**src/rtl/assert_macros.svh**
```systemverilog
// assertion helpers for the rtl
`ifndef ASSERT_MACROS_SVH
`define ASSERT_MACROS_SVH

// same-cycle implication
`define ASSERT_IMPLIES(label, clk, rst, ante, cons, msg) \
   label: assert property (@(posedge clk) disable iff (rst) (ante) |-> (cons)) \
      else $error(msg);

// next-cycle implication
`define ASSERT_NEXT(label, clk, rst, ante, cons, msg) \
   label: assert property (@(posedge clk) disable iff (rst) (ante) |=> (cons)) \
      else $error(msg);

`endif

```
**src/rtl/sle_pkg.sv**
```systemverilog
package sle_pkg;

   localparam int CAPACITY_DEF   = 64;
   localparam int ELEM_WIDTH_DEF = 32;

   // request word fields
   localparam int OP_W      = 3;
   localparam int INDEX_W   = 7;
   localparam int VALUE_W   = 32;
   localparam int OP_LSB    = 0;
   localparam int INDEX_LSB = OP_LSB + OP_W;
   localparam int VALUE_LSB = INDEX_LSB + INDEX_W;
   localparam int REQ_USED  = VALUE_LSB + VALUE_W;
   localparam int REQ_W     = ((REQ_USED + 7) / 8) * 8;

   // response word fields
   localparam int STATUS_W   = 2;
   localparam int READ_W     = 32;
   localparam int FOUND_W    = 6;
   localparam int LENGTH_W   = 7;
   localparam int RSP_USED   = STATUS_W + READ_W + FOUND_W + LENGTH_W;
   localparam int RSP_W      = ((RSP_USED + 7) / 8) * 8;
   localparam int RSP_PAD    = RSP_W - RSP_USED;

   localparam int MASK_W = 32;

   typedef enum logic [OP_W-1:0] {
      OP_APPEND = 3'd0,
      OP_INSERT = 3'd1,
      OP_SET    = 3'd2,
      OP_GET    = 3'd3,
      OP_FIND   = 3'd4,
      OP_REMOVE = 3'd5,
      OP_CLEAR  = 3'd6
   } op_type;

   typedef enum logic [STATUS_W-1:0] {
      ST_OK    = 2'd0,
      ST_FULL  = 2'd1,
      ST_RANGE = 2'd2,
      ST_MISS  = 2'd3
   } status_type;

   typedef enum logic [2:0] {
      S_IDLE,
      S_DISPATCH,
      S_SHIFT_UP,
      S_SHIFT_DOWN,
      S_SCAN,
      S_GET_DATA
   } state_type;

   typedef enum logic [1:0] {
      WALK_UP,
      WALK_DOWN,
      WALK_SCAN
   } walk_type;

   typedef enum logic [1:0] {
      WR_NONE,
      WR_AT_COUNT,
      WR_AT_INDEX
   } wr_sel_type;

   typedef struct packed {
      logic       load;
      logic       walk_start;
      walk_type   walk_kind;
      logic       walk_step;
      wr_sel_type wr_sel;
      logic       rd_index;
      logic       cnt_inc;
      logic       cnt_dec;
      logic       cnt_clear;
      logic       finish;
      status_type status;
      logic       take_read;
      logic       take_found;
   } cmd_type;

   typedef struct packed {
      op_type op;
      logic   full;
      logic   idx_lt_count;
      logic   idx_le_count;
      logic   walk_busy;
      logic   match;
      logic   rsp_free;
   } stat_type;

endpackage

```
**src/rtl/sle_ctrl.sv**
```systemverilog
module sle_ctrl (
   input  logic             clock,
   input  logic             reset,
   input  logic             req_tvalid,
   output logic             req_tready,
   output sle_pkg::cmd_type cmd,
   input  sle_pkg::stat_type stat
);
   import sle_pkg::*;

   state_type state_ff;
   state_type state_in;

   always_ff @(posedge clock) begin
      if (reset) begin
         state_ff <= S_IDLE;
      end else begin
         state_ff <= state_in;
      end
   end

   always_comb begin
      state_in   = state_ff;
      cmd        = '0;
      req_tready = 1'b0;
      unique case (state_ff)
         S_IDLE: begin
            req_tready = 1'b1;
            if (req_tvalid) begin
               cmd.load = 1'b1;
               state_in = S_DISPATCH;
            end
         end
         S_DISPATCH: begin
            // wait until the result register can take the next word
            if (stat.rsp_free) begin
               state_in = S_IDLE;
               unique case (stat.op)
                  OP_APPEND: begin
                     cmd.finish = 1'b1;
                     if (stat.full) begin
                        cmd.status = ST_FULL;
                     end else begin
                        cmd.wr_sel  = WR_AT_COUNT;
                        cmd.cnt_inc = 1'b1;
                     end
                  end
                  OP_INSERT: begin
                     if (stat.full) begin
                        cmd.finish = 1'b1;
                        cmd.status = ST_FULL;
                     end else if (!stat.idx_le_count) begin
                        cmd.finish = 1'b1;
                        cmd.status = ST_RANGE;
                     end else begin
                        cmd.walk_start = 1'b1;
                        cmd.walk_kind  = WALK_UP;
                        state_in       = S_SHIFT_UP;
                     end
                  end
                  OP_SET: begin
                     cmd.finish = 1'b1;
                     if (!stat.idx_lt_count) begin
                        cmd.status = ST_RANGE;
                     end else begin
                        cmd.wr_sel = WR_AT_INDEX;
                     end
                  end
                  OP_GET: begin
                     if (!stat.idx_lt_count) begin
                        cmd.finish = 1'b1;
                        cmd.status = ST_RANGE;
                     end else begin
                        cmd.rd_index = 1'b1;
                        state_in     = S_GET_DATA;
                     end
                  end
                  OP_FIND: begin
                     cmd.walk_start = 1'b1;
                     cmd.walk_kind  = WALK_SCAN;
                     state_in       = S_SCAN;
                  end
                  OP_REMOVE: begin
                     if (!stat.idx_lt_count) begin
                        cmd.finish = 1'b1;
                        cmd.status = ST_RANGE;
                     end else begin
                        cmd.walk_start = 1'b1;
                        cmd.walk_kind  = WALK_DOWN;
                        state_in       = S_SHIFT_DOWN;
                     end
                  end
                  OP_CLEAR: begin
                     cmd.finish    = 1'b1;
                     cmd.cnt_clear = 1'b1;
                  end
                  default: begin
                     cmd.finish = 1'b1;
                  end
               endcase
            end
         end
         S_SHIFT_UP: begin
            if (stat.walk_busy) begin
               cmd.walk_step = 1'b1;
            end else begin
               // gap is open at the index, drop the new entry in
               cmd.wr_sel  = WR_AT_INDEX;
               cmd.cnt_inc = 1'b1;
               cmd.finish  = 1'b1;
               state_in    = S_IDLE;
            end
         end
         S_SHIFT_DOWN: begin
            if (stat.walk_busy) begin
               cmd.walk_step = 1'b1;
            end else begin
               cmd.cnt_dec = 1'b1;
               cmd.finish  = 1'b1;
               state_in    = S_IDLE;
            end
         end
         S_SCAN: begin
            if (stat.match) begin
               cmd.finish     = 1'b1;
               cmd.take_found = 1'b1;
               state_in       = S_IDLE;
            end else if (!stat.walk_busy) begin
               cmd.finish = 1'b1;
               cmd.status = ST_MISS;
               state_in   = S_IDLE;
            end else begin
               cmd.walk_step = 1'b1;
            end
         end
         S_GET_DATA: begin
            cmd.finish    = 1'b1;
            cmd.take_read = 1'b1;
            state_in      = S_IDLE;
         end
         default: begin
            state_in = S_IDLE;
         end
      endcase
   end

endmodule

```
**src/rtl/sle_dp.sv**
```systemverilog
module sle_dp #(
   parameter int CAPACITY   = sle_pkg::CAPACITY_DEF,
   parameter int ELEM_WIDTH = sle_pkg::ELEM_WIDTH_DEF
) (
   input  logic                       clock,
   input  logic                       reset,
   input  logic [sle_pkg::REQ_W-1:0]  req_tdata,
   input  logic                       csr_valid,
   input  logic [sle_pkg::MASK_W-1:0] csr_data,
   output logic                       rsp_tvalid,
   input  logic                       rsp_tready,
   output logic [sle_pkg::RSP_W-1:0]  rsp_tdata,
   input  sle_pkg::cmd_type           cmd,
   output sle_pkg::stat_type          stat
);
   import sle_pkg::*;

   localparam int AW = $clog2(CAPACITY);
   localparam int CW = $clog2(CAPACITY + 1);
   localparam int XW = ((CW > INDEX_W) ? CW : INDEX_W) + 1;

   // list storage, single write port and registered read port
   logic [ELEM_WIDTH-1:0] mem [CAPACITY];
   logic [ELEM_WIDTH-1:0] rdata_ff;
   logic                  rd_en;
   logic [AW-1:0]         rd_addr;
   logic                  wr_en;
   logic [AW-1:0]         wr_addr;
   logic [ELEM_WIDTH-1:0] wr_data;

   // latched request
   op_type                op_ff, op_in;
   logic [INDEX_W-1:0]    idx_ff, idx_in;
   logic [ELEM_WIDTH-1:0] val_ff, val_in;
   logic [ELEM_WIDTH-1:0] req_val;

   logic [CW-1:0]         count_ff, count_in;
   logic [MASK_W-1:0]     mask_ff, mask_in;
   logic [ELEM_WIDTH-1:0] mask_ext;

   // walk engine
   logic [AW-1:0]         ptr_ff, ptr_in;
   logic                  left_ff, left_in;
   logic                  pend_ff, pend_in;
   logic [AW-1:0]         paddr_ff, paddr_in;
   walk_type              kind_ff, kind_in;
   logic [AW-1:0]         walk_last;

   // result register
   logic                  rsp_valid_ff, rsp_valid_in;
   status_type            status_ff, status_in;
   logic [READ_W-1:0]     read_ff, read_in;
   logic [READ_W-1:0]     read_low;
   logic [FOUND_W-1:0]    found_ff, found_in;

   logic [XW-1:0]         cnt_x;
   logic [XW-1:0]         idx_x;
   logic [AW-1:0]         idx_a;
   logic [AW-1:0]         cnt_m1;

   always_comb begin
      req_val = '0;
      for (int b = 0; b < ELEM_WIDTH; b++) begin
         if (b < VALUE_W) begin
            req_val[b] = req_tdata[VALUE_LSB + (b % VALUE_W)];
         end
      end
   end

   // compare mask is 32 bits wide, bits above it never take part
   always_comb begin
      mask_ext = '0;
      for (int b = 0; b < ELEM_WIDTH; b++) begin
         if (b < MASK_W) begin
            mask_ext[b] = mask_ff[b % MASK_W];
         end
      end
   end

   always_comb begin
      read_low = '0;
      for (int b = 0; b < READ_W; b++) begin
         if (b < ELEM_WIDTH) begin
            read_low[b] = rdata_ff[b % ELEM_WIDTH];
         end
      end
   end

   assign cnt_x  = XW'(count_ff);
   assign idx_x  = XW'(idx_ff);
   assign idx_a  = AW'(idx_ff);
   assign cnt_m1 = AW'(count_ff - CW'(1));

   always_comb begin
      stat.op           = op_ff;
      stat.full         = (count_ff == CW'(CAPACITY));
      stat.idx_lt_count = (idx_x < cnt_x);
      stat.idx_le_count = (idx_x <= cnt_x);
      stat.walk_busy    = left_ff || pend_ff;
      stat.match        = pend_ff && (kind_ff == WALK_SCAN) &&
                          (((rdata_ff ^ val_ff) & mask_ext) == '0);
      stat.rsp_free     = !rsp_valid_ff || rsp_tready;
   end

   always_comb begin
      unique case (kind_ff)
         WALK_UP: walk_last = idx_a;
         default: walk_last = cnt_m1;
      endcase
   end

   always_comb begin
      ptr_in   = ptr_ff;
      left_in  = left_ff;
      pend_in  = pend_ff;
      paddr_in = paddr_ff;
      kind_in  = kind_ff;
      rd_en    = 1'b0;
      rd_addr  = ptr_ff;
      wr_en    = 1'b0;
      wr_addr  = paddr_ff;
      wr_data  = rdata_ff;

      if (cmd.finish) begin
         left_in = 1'b0;
         pend_in = 1'b0;
      end else if (cmd.walk_start) begin
         kind_in = cmd.walk_kind;
         pend_in = 1'b0;
         unique case (cmd.walk_kind)
            WALK_UP: begin
               ptr_in  = cnt_m1;
               left_in = (idx_x < cnt_x);
            end
            WALK_DOWN: begin
               ptr_in  = idx_a + AW'(1);
               left_in = ((idx_x + XW'(1)) < cnt_x);
            end
            WALK_SCAN: begin
               ptr_in  = '0;
               left_in = (cnt_x != '0);
            end
            default: begin
               left_in = 1'b0;
            end
         endcase
      end else if (cmd.walk_step) begin
         pend_in  = left_ff;
         paddr_in = ptr_ff;
         if (left_ff) begin
            rd_en = 1'b1;
            if (ptr_ff == walk_last) begin
               left_in = 1'b0;
            end else if (kind_ff == WALK_UP) begin
               ptr_in = ptr_ff - AW'(1);
            end else begin
               ptr_in = ptr_ff + AW'(1);
            end
         end
         // entry read last cycle moves one place along
         if (pend_ff && (kind_ff != WALK_SCAN)) begin
            wr_en   = 1'b1;
            wr_addr = (kind_ff == WALK_UP) ? paddr_ff + AW'(1) : paddr_ff - AW'(1);
         end
      end

      unique case (cmd.wr_sel)
         WR_AT_COUNT: begin
            wr_en   = 1'b1;
            wr_addr = AW'(count_ff);
            wr_data = val_ff;
         end
         WR_AT_INDEX: begin
            wr_en   = 1'b1;
            wr_addr = idx_a;
            wr_data = val_ff;
         end
         default: begin
         end
      endcase

      if (cmd.rd_index) begin
         rd_en   = 1'b1;
         rd_addr = idx_a;
      end
   end

   always_ff @(posedge clock) begin
      if (wr_en) begin
         mem[wr_addr] <= wr_data;
      end
      if (rd_en) begin
         rdata_ff <= mem[rd_addr];
      end
   end

   always_comb begin
      op_in  = op_ff;
      idx_in = idx_ff;
      val_in = val_ff;
      if (cmd.load) begin
         op_in  = op_type'(req_tdata[OP_LSB +: OP_W]);
         idx_in = req_tdata[INDEX_LSB +: INDEX_W];
         val_in = req_val;
      end

      count_in = count_ff;
      if (cmd.cnt_clear) begin
         count_in = '0;
      end else if (cmd.cnt_inc) begin
         count_in = count_ff + CW'(1);
      end else if (cmd.cnt_dec) begin
         count_in = count_ff - CW'(1);
      end

      mask_in = csr_valid ? csr_data : mask_ff;

      rsp_valid_in = rsp_valid_ff && !rsp_tready;
      status_in    = status_ff;
      read_in      = read_ff;
      found_in     = found_ff;
      if (cmd.finish) begin
         rsp_valid_in = 1'b1;
         status_in    = cmd.status;
         read_in      = cmd.take_read ? read_low : '0;
         found_in     = cmd.take_found ? FOUND_W'(paddr_ff) : '0;
      end
   end

   always_ff @(posedge clock) begin
      if (reset) begin
         count_ff     <= '0;
         mask_ff      <= '1;
         left_ff      <= 1'b0;
         pend_ff      <= 1'b0;
         rsp_valid_ff <= 1'b0;
      end else begin
         count_ff     <= count_in;
         mask_ff      <= mask_in;
         left_ff      <= left_in;
         pend_ff      <= pend_in;
         rsp_valid_ff <= rsp_valid_in;
      end
   end

   always_ff @(posedge clock) begin
      op_ff     <= op_in;
      idx_ff    <= idx_in;
      val_ff    <= val_in;
      ptr_ff    <= ptr_in;
      paddr_ff  <= paddr_in;
      kind_ff   <= kind_in;
      status_ff <= status_in;
      read_ff   <= read_in;
      found_ff  <= found_in;
   end

   // length is live: count cannot move while a word waits
   assign rsp_tvalid = rsp_valid_ff;
   assign rsp_tdata  = {{RSP_PAD{1'b0}}, LENGTH_W'(count_ff), found_ff, read_ff, status_ff};

endmodule

```
**src/rtl/sequential_list_engine.sv**
```systemverilog
// channel    direction  handshake                fields
// req        in         req_tvalid/req_tready    operation, index, value
// rsp        out        rsp_tvalid/rsp_tready    status, read_value, found_index, length
// csr        in         csr_valid/csr_ready      match_mask
//
// one item at a time: a new request is accepted only once the last one has finished
// append, set, clear and rejected items finish at dispatch, get reads the entry first
// insert moves the entries from the index up one place, remove moves those above it down
// find scans from position 0 and stops at the first hit or at the end of the list
// synchronous reset empties the list and sets the mask to all ones
// a waiting result word holds dispatch of the next item until it is taken

`include "assert_macros.svh"

module sequential_list_engine #(
   parameter int CAPACITY   = sle_pkg::CAPACITY_DEF,
   parameter int ELEM_WIDTH = sle_pkg::ELEM_WIDTH_DEF
) (
   input  logic                       clock,
   input  logic                       reset,
   input  logic                       req_tvalid,
   output logic                       req_tready,
   input  logic [sle_pkg::REQ_W-1:0]  req_tdata,   // operation, index, value, zero pad
   input  logic                       csr_valid,
   output logic                       csr_ready,
   input  logic [sle_pkg::MASK_W-1:0] csr_data,
   output logic                       rsp_tvalid,
   input  logic                       rsp_tready,
   output logic [sle_pkg::RSP_W-1:0]  rsp_tdata    // status, read_value, found_index, length, pad
);
   import sle_pkg::*;

   cmd_type  cmd;
   stat_type stat;

   assign csr_ready = 1'b1;

   sle_ctrl u_ctrl (
      .clock      (clock),
      .reset      (reset),
      .req_tvalid (req_tvalid),
      .req_tready (req_tready),
      .cmd        (cmd),
      .stat       (stat)
   );

   sle_dp #(
      .CAPACITY   (CAPACITY),
      .ELEM_WIDTH (ELEM_WIDTH)
   ) u_dp (
      .clock      (clock),
      .reset      (reset),
      .req_tdata  (req_tdata),
      .csr_valid  (csr_valid),
      .csr_data   (csr_data),
      .rsp_tvalid (rsp_tvalid),
      .rsp_tready (rsp_tready),
      .rsp_tdata  (rsp_tdata),
      .cmd        (cmd),
      .stat       (stat)
   );

   `ASSERT_IMPLIES(a_finish_slot_free, clock, reset, cmd.finish, stat.rsp_free, "result word overwritten")
   `ASSERT_IMPLIES(a_no_grow_full, clock, reset, cmd.cnt_inc, !stat.full, "count grew past capacity")
   `ASSERT_NEXT(a_one_item, clock, reset, req_tvalid && req_tready, !req_tready, "second item taken while busy")

endmodule

```
**config.mk**
```make
export PLATFORM = sky130hd
export DESIGN_NAME = sequential_list_engine
export DESIGN_NICKNAME = d
export VERILOG_FILES = /design/src/rtl/sle_pkg.sv /design/src/rtl/sle_ctrl.sv /design/src/rtl/sle_dp.sv /design/src/rtl/sequential_list_engine.sv
export VERILOG_INCLUDE_DIRS = /design/src /design/src/rtl
export SDC_FILE = /design/constraint.sdc
export NUM_CORES = 2
export LEC_CHECK = 0
export ABC_AREA = 1
export BUFFER_PORTS_ARGS = -buffer_cell sky130_fd_sc_hd__buf_2
export CAP_MARGIN = 20
export CORE_ASPECT_RATIO = 2
export CORE_MARGIN = 1
export CORE_UTILIZATION = 51
export CTS_BUF_LIST = sky130_fd_sc_hd__clkbuf_8
export DETAILED_ROUTE_END_ITERATION = 10
export PLACE_DENSITY_LB_ADDON = 0.1
export SYNTH_ARGS = -nofsm -noshare
export SYNTH_HDL_FRONTEND = slang
export SYNTH_SLANG_ARGS = --single-unit
```
**constraint.sdc**
```tcl
create_clock -name clock -period 6.5 [get_ports clock]
set_input_delay 0.325 -clock clock [delete_from_list [all_inputs] [get_ports clock]]
set_output_delay 0.325 -clock clock [all_outputs]
set_load 0.02 [all_outputs]
```
==> metrics.md <==
| Metric | Value |
|---|---|
| IO Port Bufs | 127 |
| Initial drt markers | 6087 |
| Floorplan core area | 191000 um^2 |
| Post-CTS sizing | 0 |
| Syn_nets | 9819 |
| Crit Path Category | flop to flop |
| First-pass GRT wire length | 434 mm |
| YS warnings | 0 |
| Hold crit path type | input port to flop |
| DR pass1 iterations | 9 |
| Row count | 227 |
| Setup Total Neg Slack | 0 ns |
| Area Overhead vs Synth | 12.0% |
| Hold WS | 0.0795 ns |
| Clk slew on worst S/H paths | 0.07 ns |
| Worst EP arrival | 6.07 ns |
| Area post-placement | 103000 um^2 |
| Met3 usage | 0.0402 |
| CP Capture Type | flop |
| Total of max-cap violations | 0 |
| Yosys reg bits | 2221 |
| Number of global-route vias before repair | 67200 |
| Share of the yosys chip area belonging to registers | 0.676 |
| Clk_lat worst skew | 0.97 ns |
| GRT Max-Usage Layer | met2 |
| Worst hold path depth | 2 |
| Static Leak | 0.0473 uW |
| Largest net degree at the start of global routing | 122 |
| Asr flop ratio synth | 0 |
| Post-route ant nets | 0 |
| GP Congestion | 0.924 |
| Clock Tree Root | clkbuf_8 |
| CTS buffer count | 319 |
| FF-to-FF setup slack | 1.01 ns |
| Initial antenna violation count | 9 |
| Pwr per Cell Area | 257 nW/um^2 |
| Register-to-Register Path Depth | 16 |
| Outcome | finished, final reports clean |
| Pins over their slew limit | 0 |
| Worst setup SP type | flop |
| Period Utilization, post-route | 0.844 |
| # fillers | 16000 |
| Worst-Margin Slew | 1.13 ns |
| Commonest cells after routing, fill and taps aside | 2453 x nand2_1, 2176 x edfxtp_1, 2128 x inv_1, 2085 x nand3_1, 336 x clkbuf_8 |
| Peak VDD IR | 0.126 mV |
| WL final | 299 mm |
| I/O pin cnt | 136 |
| Met1 GRT Util | 0.346 |
| Remaining DRCs | 0 |
| Synthesized area | 98000 um^2 |
| Chip width | 312 um |
| Die height | 622 um |
| Final Critical Period | 5.49 ns |
| Clk buf depth | 4 |
| CTS Sinks | 2221 |
| Initial core utilization | 0.513 |
| WL/cell | 23.4 um |
| Final Hold Fails | 0 |
| GRT overflow | 0 |
| Vias | 68800 |
| Post-synthesis average cell area | 10.1 um^2 |
| Mapped Cells | 9701 |
| # setup viols final | 0 |
| Via density | 5.38 |
| Die Area | 194000 um^2 |
| Worst EP required | 7.09 ns |
| Layout cells sized above 1 | 0.0861 |
| H-tree Lvls | 5 |
| # nets final | 10100 |
| CTS tree | done |
| Global Route Usage Sum | 0.306 |
| Post-Layout Inst Area | 110000 um^2 |
| Yosys cell types | 43 |
| RSZ-0062 raised after global routing | no |
| Top FF cell, synth | edfxtp_1 |
| Most common cell after layout, fill and taps aside | nand2_1 |
| Max Clock Skew | 0.0912 ns |
| Max Freq | 0.182 GHz |
| Rel. slew slack | 0.242 |
| M2 GR Usage | 0.530 |
| Post-DP HPWL | 178 mm |
| Post-synth EDFFs | 2176 |
| Max FO, Critical Path | 30 |
==> kinds of logic (layout without fill, tap and decap cells) <==
logic type | Yosys count | in the layout | share of synthesized area
and+or+nand+nor | 4762 | 4762 | 0.210
buffers and inverters | 2537 | 3086 | 0.100
DFF | 2221 | 2221 | 0.676
AOI/OAI and AO/OA | 126 | 126 | 0.00712
adders and majority gates | 33 | 33 | 0.00437
xor gates and xnor gates | 20 | 20 | 0.00179
other | 2 | 8 | 0.0000766
==> power breakdown <==
part           internal, uW  switching [uW]  total (uW)
Sequential            15700            40.0       15800
Clock                  5280            5410       10700
Combinational           430            1280        1710
Total                 21400            6730       28200
==> through the flow <==
step                 util  total power [uW]  worst slack, ns  instances
floorplan               -             17000            0.711       9701
global placement    0.537             17700             1.10      12100
detailed placement  0.538             17700             1.08      12100
CTS                 0.574             28400             1.08      12800
global route        0.574             29000            0.692      12800
finish              0.574             28200             1.01      12800
==> critical path: stages, from the launching register on <==
cell,delay (ns)
dfxtp_1,0.44
inv_1,0.20
ha_1,0.34
nand2_1,0.07
nand2_1,0.06
nand2_1,0.06
nand2_1,0.07
a21oi_2,0.28
a31oi_1,0.22
ha_4,0.60
clkinv_1,0.21
nand2_1,0.11
nand2_1,0.17
nor2_1,0.29
nand3_1,0.70
nor2_4,0.95
buf_4,0.32
==> per-layer routing <==
metal / up-vias / wire length (um)
li1: 32000 / -
met1: 33200 / 107000
met2: 2734 / 149000
met3: 785 / 18500
met4: 0 / 24100
met5: - / 0
==> path summary, 6_finish.rpt <==
| kind | startpoint | endpoint |
|---|---|---|
| worst max-delay path | u_dp.count_ff[4]$_SDFFE_PP0P_ | u_dp.mem[5][29]$_DFFE_PP_ |
| worst min-delay path | req_tdata[25] | u_dp.val_ff[15]$_DFFE_PP_ |
| worst max register to register | u_dp.count_ff[4]$_SDFFE_PP0P_ | u_dp.mem[5][29]$_DFFE_PP_ |
| worst min register to register | u_dp.mask_ext[28]$_SDFFE_PP1P_ | u_dp.mask_ext[28]$_SDFFE_PP1P_ |
==> flip-flops by register name (all words and copies together), names as in the netlist <==
name and flops:
u_dp.mem 2048, u_dp.idx_ff 7, u_dp.rsp_tvalid 1, u_dp.mask_ext 32, u_dp.pend_ff 1, u_dp.paddr_ff 6, u_dp.val_ff 32, u_dp.status_ff 2
u_dp.rdata_ff 32, u_dp.count_ff 7, u_ctrl.state_ff 3, u_dp.read_ff 32, u_dp.found_ff 6, u_dp.ptr_ff 6, u_dp.kind_ff 2, u_dp.left_ff 1
u_dp.op_ff 3
==> timing repair <==
action / 4_1_cts / 5_1_grt
endpoints found under the hold margin: 94 / 0
setup buffers: 0 / 0
hold buffers: 111 / 0
==> cell usage after synthesis, types with 2 or more instances <==
cell | instances | share of area
a21oi_1 | 28 | 0.0014
inv_1 | 2053 | 0.079
o22ai_1 | 7 | 0.00045
nand2_1 | 2455 | 0.094
and2_1 | 3 | 0.00019
o21ai_1 | 3 | 0.00015
nand2_2 | 2 | 0.00013
nand4_1 | 15 | 0.00096
clkbuf_1 | 182 | 0.0070
xor2_1 | 16 | 0.0014
nor3_1 | 12 | 0.00061
buf_2 | 243 | 0.012
a21oi_2 | 2 | 0.00018
buf_1 | 44 | 0.0017
a31oi_1 | 5 | 0.00032
xnor2_1 | 4 | 0.00036
clkinv_1 | 5 | 0.00019
o21ai_0 | 67 | 0.0034
ha_1 | 31 | 0.0040
nor2_1 | 177 | 0.0068
o21ai_2 | 3 | 0.00027
inv_2 | 5 | 0.00019
dfxtp_1 | 45 | 0.0092
buf_4 | 5 | 0.00038
or2_2 | 5 | 0.00032
o211ai_1 | 4 | 0.00031
conb_1 | 2 | 0.000077
o32ai_1 | 2 | 0.00018
fa_1 | 2 | 0.00041
nand3_1 | 2086 | 0.11
edfxtp_1 | 2176 | 0.67
==> layout make-up <==
class,count,area (um^2),area share
multi-input combinational,4943,22900,0.208
timing repair buffer,461,3850,0.0351
inverter,2063,7760,0.0706
antenna,6,15.0,0.000137
sequential,2221,66200,0.603
clock buffer,336,4620,0.0421
clock inverter,226,1290,0.0117
tap,2519,3150,0.0287
Power figures use the tool's default switching activity.
